### src/sv/msm_pkg.sv
// Shared types and constants for the multi-stack shared memory block.
`default_nettype none

package msm_pkg;

  // Fixed field widths
  localparam int FuncW      = 2;
  localparam int SnW        = 3;
  localparam int StatusW    = 2;
  localparam int ElemW      = 32;
  localparam int CntW       = 7;   // region size and fill level
  localparam int StkCfgW    = 4;   // stack count register
  localparam int CfgIdxW    = 1;
  localparam int CfgDataW   = 7;
  localparam int StoreAddrW = 6;   // covers the largest supported store

  // Parameter defaults
  localparam int DefMemoryDepth = 64;
  localparam int DefMaxStacks   = 8;
  localparam int DefDataWidth   = 32;
  localparam int QueueDepth     = 2;

  // Register reset values
  localparam logic [StkCfgW-1:0] StackCountRst = 4'd1;
  localparam logic [CntW-1:0]    RegionSizeRst = 7'd64;

  // Register indexes
  localparam logic [CfgIdxW-1:0] CfgStackCount = 1'd0;
  localparam logic [CfgIdxW-1:0] CfgRegionSize = 1'd1;

  typedef enum logic [FuncW-1:0] {
    FUNC_PUSH = 2'd0,
    FUNC_POP  = 2'd1,
    FUNC_DUMP = 2'd2
  } func_e;

  typedef enum logic [StatusW-1:0] {
    ST_OK        = 2'd0,
    ST_OVERFLOW  = 2'd1,
    ST_UNDERFLOW = 2'd2,
    ST_BAD_STACK = 2'd3
  } status_e;

  // What the back end has to do with a queued command
  typedef enum logic [1:0] {
    KIND_REPORT = 2'd0,  // single result, no memory access
    KIND_PUSH   = 2'd1,
    KIND_POP    = 2'd2,
    KIND_DUMP   = 2'd3
  } kind_e;

  typedef struct packed {
    kind_e                 kind;
    status_e               status;
    logic [SnW-1:0]        sn;
    logic [StoreAddrW-1:0] addr;   // write/read address, or dump base
    logic [CntW-1:0]       count;  // dump length
  } cmd_t;

endpackage

`default_nettype wire

### src/sv/msm_ram.sv
// Generic single-write, single-read RAM with registered read data.
`default_nettype none

module msm_ram #(
  parameter int Width = 32,
  parameter int Depth = 64,
  parameter int AddrW = (Depth > 1) ? $clog2(Depth) : 1
) (
  input  wire logic             clk_i,
  input  wire logic             we_i,
  input  wire logic [AddrW-1:0] waddr_i,
  input  wire logic [Width-1:0] wdata_i,
  input  wire logic             re_i,
  input  wire logic [AddrW-1:0] raddr_i,
  output logic      [Width-1:0] rdata_o
);

  logic [Width-1:0] mem_q [Depth];
  logic [Width-1:0] rdata_q;

  always_ff @(posedge clk_i) begin
    if (we_i) begin
      mem_q[waddr_i] <= wdata_i;
    end
    if (re_i) begin
      rdata_q <= mem_q[raddr_i];
    end
  end

  assign rdata_o = rdata_q;

endmodule

`default_nettype wire

### src/sv/msm_fifo.sv
// Small command queue between the front and back ends.
`default_nettype none

module msm_fifo #(
  parameter int Width = 8,
  parameter int Depth = msm_pkg::QueueDepth
) (
  input  wire logic             clk_i,
  input  wire logic             rst_ni,
  input  wire logic             push_i,
  input  wire logic [Width-1:0] push_data_i,
  output logic                  full_o,
  input  wire logic             pop_i,
  output logic      [Width-1:0] pop_data_o,
  output logic                  valid_o
);

  localparam int PtrW = (Depth > 1) ? $clog2(Depth) : 1;
  localparam int CntW = $clog2(Depth + 1);

  logic [Width-1:0] mem_q [Depth];
  logic [PtrW-1:0]  wr_ptr_q, wr_ptr_d, rd_ptr_q, rd_ptr_d;
  logic [CntW-1:0]  cnt_q, cnt_d;

  assign full_o     = (cnt_q == CntW'(Depth));
  assign valid_o    = (cnt_q != '0);
  assign pop_data_o = mem_q[rd_ptr_q];

  always_comb begin
    wr_ptr_d = wr_ptr_q;
    rd_ptr_d = rd_ptr_q;
    cnt_d    = cnt_q;
    if (push_i) begin
      wr_ptr_d = (wr_ptr_q == PtrW'(Depth - 1)) ? '0 : wr_ptr_q + 1'b1;
    end
    if (pop_i) begin
      rd_ptr_d = (rd_ptr_q == PtrW'(Depth - 1)) ? '0 : rd_ptr_q + 1'b1;
    end
    if (push_i && !pop_i) begin
      cnt_d = cnt_q + 1'b1;
    end else if (pop_i && !push_i) begin
      cnt_d = cnt_q - 1'b1;
    end
  end

  always_ff @(posedge clk_i or negedge rst_ni) begin
    if (!rst_ni) begin
      wr_ptr_q <= '0;
      rd_ptr_q <= '0;
      cnt_q    <= '0;
    end else begin
      wr_ptr_q <= wr_ptr_d;
      rd_ptr_q <= rd_ptr_d;
      cnt_q    <= cnt_d;
    end
  end

  always_ff @(posedge clk_i) begin
    if (push_i) begin
      mem_q[wr_ptr_q] <= push_data_i;
    end
  end

endmodule

`default_nettype wire

### src/sv/msm_front.sv
// Front end: config registers, fill levels, command classification.
`default_nettype none

module msm_front #(
  parameter int MemoryDepth = msm_pkg::DefMemoryDepth,
  parameter int MaxStacks   = msm_pkg::DefMaxStacks
) (
  input  wire logic                         clk_i,
  input  wire logic                         rst_ni,
  input  wire logic                         in_valid_i,
  output logic                              in_ready_o,
  input  wire logic [msm_pkg::FuncW-1:0]    func_i,
  input  wire logic [msm_pkg::SnW-1:0]      stack_number_i,
  input  wire logic                         cfg_we_i,
  input  wire logic [msm_pkg::CfgIdxW-1:0]  cfg_idx_i,
  input  wire logic [msm_pkg::CfgDataW-1:0] cfg_data_i,
  input  wire logic                         q_full_i,
  output logic                              q_push_o,
  output msm_pkg::cmd_t                     q_cmd_o
);

  // Stack count register is 4 bits, stack number 3 bits
  localparam int StkLim   = (MaxStacks < 15) ? MaxStacks : 15;
  localparam int NumFill  = (MaxStacks < 8) ? MaxStacks : 8;
  localparam int StkIdxW  = (StkLim > 1) ? $clog2(StkLim) : 1;
  localparam int FillIdxW = (NumFill > 1) ? $clog2(NumFill) : 1;
  localparam int BaseW    = msm_pkg::SnW + msm_pkg::CntW;

  logic [msm_pkg::StkCfgW-1:0] stk_cfg_q;
  logic [msm_pkg::CntW-1:0]    region_q;
  logic [msm_pkg::CntW-1:0]    fill_q [NumFill];

  // Largest region per stack count
  logic [msm_pkg::CntW-1:0] lim_tbl [StkLim];
  for (genvar s = 0; s < StkLim; s++) begin : g_lim
    localparam int Lim = MemoryDepth / (s + 1);
    assign lim_tbl[s] = msm_pkg::CntW'(Lim);
  end

  logic [msm_pkg::StkCfgW-1:0] stk, stk_m1;
  logic [msm_pkg::CntW-1:0]    lim, cap, fill;
  logic                        sn_ok, accept;
  logic [FillIdxW-1:0]         fidx;
  logic [BaseW-1:0]            base, top;
  msm_pkg::cmd_t               cmd;
  logic                        enq;

  assign in_ready_o = !q_full_i;
  assign accept     = in_valid_i && in_ready_o;

  always_comb begin
    stk = stk_cfg_q;
    if (stk == '0) begin
      stk = msm_pkg::StkCfgW'(1);
    end else if (stk > msm_pkg::StkCfgW'(StkLim)) begin
      stk = msm_pkg::StkCfgW'(StkLim);
    end
    stk_m1 = stk - 1'b1;
    lim    = lim_tbl[stk_m1[StkIdxW-1:0]];
    cap    = region_q;
    if (cap == '0) begin
      cap = msm_pkg::CntW'(1);
    end else if (cap > lim) begin
      cap = lim;
    end

    sn_ok = ({1'b0, stack_number_i} < stk);
    fidx  = sn_ok ? stack_number_i[FillIdxW-1:0] : '0;
    fill  = fill_q[fidx];
    if (fill > cap) begin
      fill = cap;
    end
    base = BaseW'(stack_number_i) * BaseW'(cap);
    top  = base + BaseW'(fill);

    cmd        = '0;
    cmd.sn     = stack_number_i;
    cmd.kind   = msm_pkg::KIND_REPORT;
    cmd.status = msm_pkg::ST_OK;
    enq        = 1'b1;
    if (!sn_ok) begin
      cmd.status = msm_pkg::ST_BAD_STACK;
      enq        = (func_i inside {msm_pkg::FUNC_PUSH, msm_pkg::FUNC_POP, msm_pkg::FUNC_DUMP});
    end else begin
      case (func_i)
        msm_pkg::FUNC_PUSH: begin
          if (fill >= cap || top >= BaseW'(MemoryDepth)) begin
            cmd.status = msm_pkg::ST_OVERFLOW;
          end else begin
            cmd.kind = msm_pkg::KIND_PUSH;
            cmd.addr = top[msm_pkg::StoreAddrW-1:0];
          end
        end
        msm_pkg::FUNC_POP: begin
          if (fill == '0) begin
            cmd.status = msm_pkg::ST_UNDERFLOW;
          end else begin
            cmd.kind = msm_pkg::KIND_POP;
            cmd.addr = msm_pkg::StoreAddrW'(top - 1'b1);
          end
        end
        msm_pkg::FUNC_DUMP: begin
          if (fill == '0) begin
            cmd.status = msm_pkg::ST_UNDERFLOW;
          end else begin
            cmd.kind  = msm_pkg::KIND_DUMP;
            cmd.addr  = base[msm_pkg::StoreAddrW-1:0];
            cmd.count = fill;
          end
        end
        default: enq = 1'b0;  // undefined op, dropped
      endcase
    end
  end

  // An invalid stack number with op code 3 is dropped as well
  assign q_push_o = accept && enq;
  assign q_cmd_o  = cmd;

  always_ff @(posedge clk_i or negedge rst_ni) begin
    if (!rst_ni) begin
      stk_cfg_q <= msm_pkg::StackCountRst;
      region_q  <= msm_pkg::RegionSizeRst;
      for (int i = 0; i < NumFill; i++) begin
        fill_q[i] <= '0;
      end
    end else if (cfg_we_i) begin
      case (cfg_idx_i)
        msm_pkg::CfgStackCount: stk_cfg_q <= cfg_data_i[msm_pkg::StkCfgW-1:0];
        msm_pkg::CfgRegionSize: region_q  <= cfg_data_i;
        default: ;
      endcase
      // any write empties every stack
      for (int i = 0; i < NumFill; i++) begin
        fill_q[i] <= '0;
      end
    end else if (q_push_o) begin
      if (cmd.kind == msm_pkg::KIND_PUSH) begin
        fill_q[fidx] <= fill + 1'b1;
      end else if (cmd.kind == msm_pkg::KIND_POP) begin
        fill_q[fidx] <= fill - 1'b1;
      end
    end
  end

endmodule

`default_nettype wire

### src/sv/msm_back.sv
// Back end: executes queued commands against the store, drives results.
`default_nettype none

module msm_back #(
  parameter int DataWidth = msm_pkg::DefDataWidth
) (
  input  wire logic                           clk_i,
  input  wire logic                           rst_ni,
  input  wire logic                           q_valid_i,
  input  wire msm_pkg::cmd_t                  q_cmd_i,
  input  wire logic [DataWidth-1:0]           q_value_i,
  output logic                                q_pop_o,
  output logic                                ram_we_o,
  output logic      [msm_pkg::StoreAddrW-1:0] ram_waddr_o,
  output logic      [DataWidth-1:0]           ram_wdata_o,
  output logic                                ram_re_o,
  output logic      [msm_pkg::StoreAddrW-1:0] ram_raddr_o,
  input  wire logic [DataWidth-1:0]           ram_rdata_i,
  output logic                                out_valid_o,
  input  wire logic                           out_ready_i,
  output logic      [msm_pkg::StatusW-1:0]    status_o,
  output logic signed [msm_pkg::ElemW-1:0]    element_o,
  output logic      [msm_pkg::SnW-1:0]        stack_echo_o,
  output logic                                last_o
);

  logic                       out_valid_q;
  logic                       pend_q;        // read data is on the store output
  logic [msm_pkg::CntW-1:0]   idx_q;         // dump position
  logic [msm_pkg::SnW-1:0]    pend_sn_q;
  logic                       pend_last_q;
  msm_pkg::status_e           status_q;
  logic signed [msm_pkg::ElemW-1:0] elem_q;
  logic [msm_pkg::SnW-1:0]    echo_q;
  logic                       last_q;

  logic is_read, out_free, load_now, take, dump_last;

  always_comb begin
    is_read   = (q_cmd_i.kind == msm_pkg::KIND_POP) || (q_cmd_i.kind == msm_pkg::KIND_DUMP);
    out_free  = !out_valid_q || out_ready_i;
    load_now  = pend_q && out_free;
    // a read may issue as the pending beat leaves; others wait for it
    take      = q_valid_i && (is_read ? (!pend_q || load_now) : (out_free && !pend_q));
    dump_last = ((idx_q + 1'b1) == q_cmd_i.count);
    q_pop_o   = take && ((q_cmd_i.kind != msm_pkg::KIND_DUMP) || dump_last);

    ram_we_o    = take && (q_cmd_i.kind == msm_pkg::KIND_PUSH);
    ram_waddr_o = q_cmd_i.addr;
    ram_wdata_o = q_value_i;
    ram_re_o    = take && is_read;
    ram_raddr_o = (q_cmd_i.kind == msm_pkg::KIND_DUMP)
                ? q_cmd_i.addr + idx_q[msm_pkg::StoreAddrW-1:0]
                : q_cmd_i.addr;
  end

  always_ff @(posedge clk_i or negedge rst_ni) begin
    if (!rst_ni) begin
      out_valid_q <= 1'b0;
      pend_q      <= 1'b0;
      idx_q       <= '0;
    end else begin
      if (take && is_read) begin
        pend_q <= 1'b1;
      end else if (load_now) begin
        pend_q <= 1'b0;
      end
      if (take && (q_cmd_i.kind == msm_pkg::KIND_DUMP)) begin
        idx_q <= dump_last ? '0 : idx_q + 1'b1;
      end
      if (load_now || (take && !is_read)) begin
        out_valid_q <= 1'b1;
      end else if (out_ready_i) begin
        out_valid_q <= 1'b0;
      end
    end
  end

  always_ff @(posedge clk_i) begin
    if (take && is_read) begin
      pend_sn_q   <= q_cmd_i.sn;
      pend_last_q <= (q_cmd_i.kind == msm_pkg::KIND_POP) || dump_last;
    end
    if (load_now) begin
      status_q <= msm_pkg::ST_OK;
      elem_q   <= msm_pkg::ElemW'($signed(ram_rdata_i));
      echo_q   <= pend_sn_q;
      last_q   <= pend_last_q;
    end else if (take && !is_read) begin
      status_q <= q_cmd_i.status;
      elem_q   <= '0;
      echo_q   <= q_cmd_i.sn;
      last_q   <= 1'b1;
    end
  end

  assign out_valid_o  = out_valid_q;
  assign status_o     = status_q;
  assign element_o    = elem_q;
  assign stack_echo_o = echo_q;
  assign last_o       = last_q;

endmodule

`default_nettype wire

### src/sv/multi_stack_shared_memory.sv
// Top level of the multi-stack shared memory block.
`default_nettype none

// Several stacks share one element store of MEMORY_DEPTH words, cut into
// equal regions (stack n owns n*cap .. n*cap+cap-1). Each input beat names a
// stack and asks for push, pop or dump; push gives one result (ok or
// overflow), pop one result carrying the removed element, dump one result per
// stored element bottom to top with last set on the final one. Empty pop or
// dump reports underflow, a stack number at or above the stacks in use
// reports invalid stack, op code 3 is dropped with no result. A write to
// either config register empties every stack at once (store contents are
// kept, no clearing pass). The front end classifies a beat and updates the
// fill level in the cycle it is accepted and can take one beat per cycle
// while the 2-entry command queue has room. The back end drives the store's
// write and read ports: a push or a report is one queue entry, a pop one store
// read, a dump one read per element; a new read can issue as the pending one
// leaves, while a push or report waits for it. Results pass the queue and the
// result register, reads also the store's read register, plus any output stall.
module multi_stack_shared_memory #(
  parameter int MEMORY_DEPTH = msm_pkg::DefMemoryDepth,
  parameter int MAX_STACKS   = msm_pkg::DefMaxStacks,
  parameter int DATA_WIDTH   = msm_pkg::DefDataWidth
) (
  input  wire logic                           clk_i,
  input  wire logic                           rst_ni,
  // input beats
  input  wire logic                           in_valid_i,
  output logic                                in_ready_o,
  input  wire logic [msm_pkg::FuncW-1:0]      func_i,
  input  wire logic [msm_pkg::SnW-1:0]        stack_number_i,
  input  wire logic signed [msm_pkg::ElemW-1:0] push_value_i,
  // result beats
  output logic                                out_valid_o,
  input  wire logic                           out_ready_i,
  output logic      [msm_pkg::StatusW-1:0]    status_o,
  output logic signed [msm_pkg::ElemW-1:0]    element_o,
  output logic      [msm_pkg::SnW-1:0]        stack_echo_o,
  output logic                                last_o,
  // config writes
  input  wire logic                           cfg_we_i,
  input  wire logic [msm_pkg::CfgIdxW-1:0]    cfg_idx_i,
  input  wire logic [msm_pkg::CfgDataW-1:0]   cfg_data_i
);

  localparam int AddrW  = (MEMORY_DEPTH > 1) ? $clog2(MEMORY_DEPTH) : 1;
  localparam int QWidth = $bits(msm_pkg::cmd_t) + DATA_WIDTH;

  // front -> queue
  logic               q_push, q_full;
  msm_pkg::cmd_t      f_cmd;
  // queue -> back
  logic               q_valid, q_pop;
  logic [QWidth-1:0]  q_head;
  msm_pkg::cmd_t      b_cmd;
  logic [DATA_WIDTH-1:0] b_value;
  // back <-> store
  logic                           ram_we, ram_re;
  logic [msm_pkg::StoreAddrW-1:0] ram_waddr, ram_raddr;
  logic [DATA_WIDTH-1:0]          ram_wdata, ram_rdata;

  msm_front #(
    .MemoryDepth (MEMORY_DEPTH),
    .MaxStacks   (MAX_STACKS)
  ) u_front (
    .clk_i          (clk_i),
    .rst_ni         (rst_ni),
    .in_valid_i     (in_valid_i),
    .in_ready_o     (in_ready_o),
    .func_i         (func_i),
    .stack_number_i (stack_number_i),
    .cfg_we_i       (cfg_we_i),
    .cfg_idx_i      (cfg_idx_i),
    .cfg_data_i     (cfg_data_i),
    .q_full_i       (q_full),
    .q_push_o       (q_push),
    .q_cmd_o        (f_cmd)
  );

  // push value rides along in its stored width
  msm_fifo #(
    .Width (QWidth),
    .Depth (msm_pkg::QueueDepth)
  ) u_queue (
    .clk_i       (clk_i),
    .rst_ni      (rst_ni),
    .push_i      (q_push),
    .push_data_i ({f_cmd, DATA_WIDTH'(push_value_i)}),
    .full_o      (q_full),
    .pop_i       (q_pop),
    .pop_data_o  (q_head),
    .valid_o     (q_valid)
  );

  assign b_cmd   = q_head[QWidth-1:DATA_WIDTH];
  assign b_value = q_head[DATA_WIDTH-1:0];

  msm_back #(
    .DataWidth (DATA_WIDTH)
  ) u_back (
    .clk_i        (clk_i),
    .rst_ni       (rst_ni),
    .q_valid_i    (q_valid),
    .q_cmd_i      (b_cmd),
    .q_value_i    (b_value),
    .q_pop_o      (q_pop),
    .ram_we_o     (ram_we),
    .ram_waddr_o  (ram_waddr),
    .ram_wdata_o  (ram_wdata),
    .ram_re_o     (ram_re),
    .ram_raddr_o  (ram_raddr),
    .ram_rdata_i  (ram_rdata),
    .out_valid_o  (out_valid_o),
    .out_ready_i  (out_ready_i),
    .status_o     (status_o),
    .element_o    (element_o),
    .stack_echo_o (stack_echo_o),
    .last_o       (last_o)
  );

  msm_ram #(
    .Width (DATA_WIDTH),
    .Depth (MEMORY_DEPTH),
    .AddrW (AddrW)
  ) u_store (
    .clk_i   (clk_i),
    .we_i    (ram_we),
    .waddr_i (ram_waddr[AddrW-1:0]),
    .wdata_i (ram_wdata),
    .re_i    (ram_re),
    .raddr_i (ram_raddr[AddrW-1:0]),
    .rdata_o (ram_rdata)
  );

  // queue is never written while full
  a_no_q_overrun: assert property (@(posedge clk_i) disable iff (!rst_ni)
    q_push |-> !q_full)
    else $error("command queue written while full");

  // store accesses stay inside the store
  a_waddr_range: assert property (@(posedge clk_i) disable iff (!rst_ni)
    ram_we |-> (ram_waddr <= msm_pkg::StoreAddrW'(MEMORY_DEPTH - 1)))
    else $error("store write out of range");

  a_raddr_range: assert property (@(posedge clk_i) disable iff (!rst_ni)
    ram_re |-> (ram_raddr <= msm_pkg::StoreAddrW'(MEMORY_DEPTH - 1)))
    else $error("store read out of range");

  // error results are single beats with a zero element
  a_err_beat: assert property (@(posedge clk_i) disable iff (!rst_ni)
    (out_valid_o && (status_o != msm_pkg::ST_OK)) |-> (last_o && (element_o == '0)))
    else $error("error result not a single zero beat");

endmodule

`default_nettype wire

### config.mk
export PLATFORM = sky130hd
export DESIGN_NAME = multi_stack_shared_memory
export DESIGN_NICKNAME = d
export VERILOG_FILES = /design/src/sv/msm_pkg.sv /design/src/sv/msm_ram.sv /design/src/sv/msm_fifo.sv /design/src/sv/msm_front.sv /design/src/sv/msm_back.sv /design/src/sv/multi_stack_shared_memory.sv
export SDC_FILE = /design/constraint.sdc
export NUM_CORES = 2
export LEC_CHECK = 0
export BUFFER_PORTS_ARGS = -buffer_cell sky130_fd_sc_hd__buf_2
export CAP_MARGIN = 40
export CORE_ASPECT_RATIO = 0.8
export CORE_UTILIZATION = 30
export CTS_BUF_LIST = sky130_fd_sc_hd__clkbuf_16
export DETAILED_ROUTE_END_ITERATION = 12
export PLACE_DENSITY = 0.45
export RECOVER_POWER = 25
export SKIP_LAST_GASP = 1
export SLEW_MARGIN = 20
export SYNTH_ARGS = -nofsm -noshare
export SYNTH_HDL_FRONTEND = slang
export SYNTH_HIERARCHICAL = 1
export SYNTH_SLANG_ARGS = --single-unit
### constraint.sdc
create_clock -name clk_i -period 9.14 [get_ports clk_i]
set_input_delay 0.914 -clock clk_i [delete_from_list [all_inputs] [get_ports clk_i]]
set_output_delay 0.914 -clock clk_i [all_outputs]
set_load 0.01 [all_outputs]
Word-level counts from Yosys, hierarchy flattened:

Memory sizes are Yosys's and may differ from the RTL's. A register that Yosys moved wholly into a read port is not among the register bits.
Cells that the tools add are included.

* $add $sub $neg: 11
* multipliers: 1
* order comparisons: 9
* equal/unequal tests: 10
* muxes and demuxes: 56
* bitwise gates (word level): 3
* reduce and logical (&&, ||, !) cells: 42

Operators by type and width (count)
* $mux 56: 4
* $bwmux 56: 2
* $mux 7: 10
* $mux 32: 2
* $mux 13: 2
* $bmux 7 s3: 1
* $demux 7 s3: 1
* $mux 6: 3
* $pmux 6 s3: 1
* $mux 1: 17
* $add 7x1->7 const B: 2
* $gt 7x7->1: 2
* $logic_not 7->1: 2
* $mux 2: 7
* $logic_and 1x1->1: 13
* $pmux 4 s3: 1
* $reduce_bool 2->1: 6
* $add 10x7->10: 1
* $eq 2x2->1 const B: 5
* $ge 10x7->1 const B: 1
* $mul 3x7->10: 1
* $mux 3: 3
* $ge 4x4->1 const B: 2
* $mux 4: 2
* 23 further kinds: 41

* bits in registers: 122
* memory bits (writable): 2152
* bits in read-only memories: 56
* input bits: 50
* output and inout port bits: 40
* memories kept: 3

Memory list
* u_store.mem_q: depth 64, bits a word 32, read ports 1, clocked after memory_dff 1, wr ports 1, line msm_ram.sv:18 `logic [Width-1:0] mem_q [Depth];`
* u_queue.mem_q: depth 2, bits a word 52, read ports 1, clocked after memory_dff 0, wr ports 1, line msm_fifo.sv:21 `logic [Width-1:0] mem_q [Depth];`
* (no name shown): depth 8, bits a word 7, read ports 1, clocked after memory_dff 0, wr ports 0, line msm_front.sv:59 `lim = lim_tbl[stk_m1[StkIdxW-1:0]];`

Longest topological paths before layout:

* word-level depth: 24
* mapped depth: 37

Modules after synthesis:

The synthesis kept the hierarchy.

Modules (own cells, without submodules)
* msm_ram: instances 1, cells each 3324, area each 78835.6 sq um
* msm_front: instances 1, cells each 655, area each 6020.8 sq um
* msm_fifo: instances 1, cells each 178, area each 4192.8 sq um
* msm_back: instances 1, cells each 244, area each 2781.4 sq um

Worst setup path before layout:

No wires, ideal clock.

* path kind: register to register
* from: reg u_front/stk_cfg_q[0] (netlist bit)
* to: reg u_front/fill_q[12] (netlist bit)
* arrival time: 7.598 ns
* required time: 8.986 ns
* setup slack: 1.388 ns
* stages on the path, launching flop included: 33
* path buffers: 0
* period minus slack after synthesis: 7.752 ns
* path through: dfstp_2 -> o21bai_1 -> and2b_1 -> inv_1 -> ha_1 -> xor2_2 -> mux2i_1 -> ha_1 -> a21oi_1 -> o21ai_0 -> maj3_1 -> a21oi_1 -> nand2_1 -> o31ai_1 -> inv_1 -> ha_1 -> or4_1 -> o22ai_1 -> nor2_1 -> or3_1 -> and2_1 -> inv_1 -> ha_1 -> nand3_1 -> o22ai_1 -> o41a_1 -> or4_4 -> a211o_1 -> a2111o_1 -> nor4_2 -> a21oi_2 -> xnor2_4 -> o22ai_1

* longest elaborated chain between the ends: 23
* elaborated cells on any way between the ends: 51

Ends and longest elaborated chain
* start: declaration: line msm_front.sv:29 `logic [msm_pkg::StkCfgW-1:0] stk_cfg_q;`
* start signal: assignment: line msm_front.sv:122 `stk_cfg_q <= msm_pkg::StackCountRst;`
* start signal: assignment: line msm_front.sv:129 `msm_pkg::CfgStackCount: stk_cfg_q <= cfg_data_i[msm_pkg::StkCfgW-1:0];`
* $gt 4x4->1: line msm_front.sv:55 `end else if (stk > msm_pkg::StkCfgW'(StkLim)) begin`
* $mux 4: line msm_front.sv:55
* $mux 4 *: line msm_front.sv:53 `if (stk == '0) begin`
* parallel branches: the longest is 20 deep, another holds $mul 3x7->10
* end signal: indexed assignment: line msm_front.sv:139 `fill_q[fidx] <= fill + 1'b1;`
* end signal: indexed assignment: line msm_front.sv:141 `fill_q[fidx] <= fill - 1'b1;`
* end: declaration: line msm_front.sv:31 `logic [msm_pkg::CntW-1:0] fill_q [NumFill];`

Every way passes the cells marked *. The select of a mux whose other input is x is not followed.
A chain may end at the register's enable or synchronous reset.

Worst setup path in the final report:

* from: reg u_front/stk_cfg_q[0] (netlist bit)
* to: reg u_front/fill_q[39] (netlist bit)

The elaborated chain is that of the path after synthesis.

==> impl_metrics.csv <==
group,metric,value,unit
critical_path,endpoint_kind,"flip-flop",
power,p_comb_frac,0.423,
clock_tree,htreeDepth,4,
critical_path,rr_worst_depth,33,
timing,setup_violations,0,
synthesis,synth_top_area_frac,0.727,
synthesis,synth_cell_types,101,
timing,fin_setup_tns,0,ns
power,switchingPower,14.9,mW
synthesis,synth_warnings,6,
synthesis,syn_avg_cell_area,20.9,µm²
clock_tree,clk_latency,0.90,ns
floorplanning,dieArea,308000,µm²
placement,numPlacedInstances,8421,
synthesis,syn-num-nets,4512,
cells_and_area,fillers,28200,
global_routing,antenna_found_initial,18,
power,p_int,24.7,mW
timing,finClkSkew,0.0585,ns
critical_path,cp_common_cell,"ha_1",
placement,io_buffers,89,
cells_and_area,finalNetCount,4787,
outcome,violations,"capacitance limit, slew limit",
power,swShare,0.376,
route,top_layer_used,"met5",
timing,clock.fmax,0.116,GHz
timing,period_minus_slack,8.63,ns
cells_and_area,drive_gt1_frac,0.253,
timing,slew_headroom,-1.17,
route,wl_met2,118,mm
timing,worstMarginPinSlew,3.25,ns
critical_path,slowest_delay,0.58,ns
route,finalWirelength,262,mm
critical_path,cp_max_fo,7,
critical_path,worstPathRequired,9.88,ns
route,via_per_inst,5.08,
power,p_leak,33.5,nW
clock_tree,cts.sinks,2306,
synthesis,synthCells,4401,
critical_path,worstSetupPathType,"flip-flop to flip-flop",
synthesis,ys_seq_area_frac,0.750,
synthesis,ys_seq_elements,2306,
hold_path,hold_path_class,"input port to flip-flop",
timing,period_share,0.944,
floorplanning,ios,90,
cells_and_area,final_cell_mix,"2224 x edfxtp_1, 550 x mux4_2, 246 x clkbuf_16, 150 x nor2_1, 133 x mux2i_1",
synthesis,yosysTopAreaCell,"edfxtp_1",
critical_path,cp-start-kind,"flip-flop",
synthesis,synthArstFlopShare,0.0347,
route,drc,0,
floorplanning,initial_core_util,0.302,
route,dr.pass1.iters,5,
route,met3WireLength,14.6,mm
hold_path,holdPathStages,1,
floorplanning,dieHeight,497,µm
timing,finalHoldViolations,0,
clock_tree,cts_tree,"done",
synthesis,syn-cell-area,91800,µm²
power,power.density,374,nW/µm²
floorplanning,rows,181,
critical_path,crit_slowest_cell,"or4_1",
timing,rsz0062_at_grt,"false",
floorplanning,core-area,304000,µm²
power,vdd.ir_drop.worst,234,µV
placement,dp_hpwl,148,mm
route,first_iter_violations,4943,
global_routing,grt_pass1_vias,45700,
route,met1_length,123,mm
timing,final-max-slew-violation-count,1157,
placement,routabilityCongestion,0.794,
route,vias,45300,
cells_and_area,syn2layout_area_growth,15.0,%
clock_tree,cts_buffers,245,
clock_tree,clock_tree.buffer_depth,4,
global_routing,grt_pass1_wl,365,mm
clock_tree,cts_root_buf,"clkbuf_16",
synthesis,ys.flop_type,"edfxtp_1",
route,wire_per_inst,29.4,µm
power,p_clk_frac,0.235,
synthesis,synthTopCellsByArea,"edfxtp_1 73%, mux4_2 13%, dfrtp_1 2.1%",
critical_path,crit_arrival,9.37,ns
clock_tree,path_clk_slew,0.06,ns
run,maxCapViolations,22,
global_routing,track_usage,0.168,
placement,pre_cts_slack,0.197,ns
floorplanning,chipWidth,621,µm
route,drtAntennaViolNets,0,
cells_and_area,layout_commonest_cell,"edfxtp_1",
outcome,outcome,"complete, but fails checks",
synthesis,synth_enable_flop_cells,2224,
cells_and_area,final_cells,8901,
global_routing,grt_max_degree,69,
global_routing,gr-total-overflow,0,
power,seq_power_share,0.343,
timing,worst_slack,0.513,ns
cell type report:
cell class / instances / area (µm²) / share of cell area
clock inverter: 190 / 1180 / 0.0112
timing repair buffer: 293 / 2310 / 0.0219
tap: 4026 / 5040 / 0.0477
clock buffer: 246 / 6160 / 0.0583
inverter: 47 / 176 / 0.00167
antenna: 10 / 25.0 / 0.000237
multi-input combinational: 1783 / 21900 / 0.207
sequential: 2306 / 68800 / 0.652
cell usage after synthesis (8+ instances only):
library cell     n
and2_1          11
nand3b_1        20
nand4_1         10
edfxtp_1      2224
a211oi_1        12
dfrtp_1         78
buf_4           67
a22oi_1         16
or2_2            8
nor3_1          18
nor2b_1         26
or3_1           12
and3_1          45
mux2_4          49
a21oi_1         94
ha_1            53
nand3_1         17
a22o_1          10
buf_1           23
nand2b_1        35
nor2_1         214
mux2_2          23
xnor2_1         15
a311oi_1         8
nand2_1         83
o221ai_1        29
clkbuf_1        99
o21ai_0         29
fa_1             8
a21o_1          11
xor2_1          13
inv_1           45
mux2i_1        134
o22ai_1         96
mux4_2         550
buf_2           63
what timing repair did:
item / 4_1_cts / 5_1_grt
setup buffers: 0 / 4
resized for setup: 0 / 8
endpoints found under the hold margin: 9 / 0
setup endpoints to repair: 0 / 56
hold buffers: 1 / 0
critical path: cells and delay by family (launching register included):
| kind | cells | cell delay (ns) |
|---|---|---|
| simple gates | 9 | 2.35 |
| flops | 1 | 0.52 |
| buf+inv | 4 | 0.58 |
| xor+xnor | 2 | 0.44 |
| mux | 2 | 0.45 |
| fa+ha+maj | 5 | 1.53 |
| compound gates | 11 | 2.60 |
path summary, 6_finish.rpt:
kind / startpoint / endpoint / slack (ns)
max: u_front/stk_cfg_q[0]$_DFFE_PN1P_ / u_front/fill_q[39]$_DFFE_PN0P_ / 0.51
min: push_value_i[21] / u_queue/mem_q[0][21]$_DFFE_PP_ / 0.21
max reg2reg: u_front/stk_cfg_q[0]$_DFFE_PN1P_ / u_front/fill_q[39]$_DFFE_PN0P_ / 0.51
min reg2reg: u_queue/wr_ptr_q$_DFFE_PN0P_ / u_queue/wr_ptr_q$_DFFE_PN0P_ / 0.48
max in group asynchronous: rst_ni / u_front/fill_q[7]$_DFFE_PN0P_ / 4.52
min in group asynchronous: rst_ni / u_front/region_q[0]$_DFFE_PN0P_ / 0.50
kinds of logic after synthesis:
family,after synthesis,synth area share
flip-flops,2306,0.750
multiplexers,757,0.160
AND/OR/NAND/NOR,548,0.0304
AO/OA/AOI/OAI,383,0.0290
buffers and inverters,312,0.0178
adder cells (fa/ha/maj),63,0.00918
XOR/XNOR,32,0.00362
metrics by stage:
| stage | hold WS, ns | cell area (µm²) | total power, mW | util |
|---|---|---|---|---|
| 6_report | 0.214 | 106000 | 39.5 | 0.347 |
| 3_5_place_dp | 0.480 | 98100 | 30.4 | 0.323 |
| 3_3_place_gp | 0.471 | 97700 | 30.3 | 0.321 |
| 4_1_cts | 0.147 | 105000 | 39.8 | 0.347 |
| 5_1_grt | 0.168 | 106000 | 41.1 | 0.347 |
| 2_1_floorplan | 0.447 | 91800 | 23.7 | - |
state kept, by name (all words and copies together), names as in the netlist, 2 cells and up:
register             cells
u_front/region_q         7
u_store/rdata_o         32
u_queue/mem_q          104
u_store/mem_q         2048
u_back/stack_echo_o      3
u_back/pend_sn_q         3
u_front/fill_q          56
u_back/idx_q             7
u_back/element_o        32
u_front/stk_cfg_q        4
u_queue/cnt_q            2
u_back/status_o          2
power by group through the flow:
stage / registers, mW / clock network, mW / logic (mW)
6_report: 13.5 / 9.27 / 16.7
3_5_place_dp: 13.7 / 0 / 16.7
3_3_place_gp: 13.7 / 0 / 16.6
2_1_floorplan: 13.6 / 0 / 10.0
5_1_grt: 13.6 / 9.90 / 17.6
4_1_cts: 13.5 / 9.52 / 16.8
per-layer routing:
metal  vias up  GRT usage
li1      18800          -
met3       309     0.0256
met4         4     0.0382
met5         -          0
met1     24900      0.253
met2      1256      0.254
Note: power is estimated with default switching activity, not from simulation.
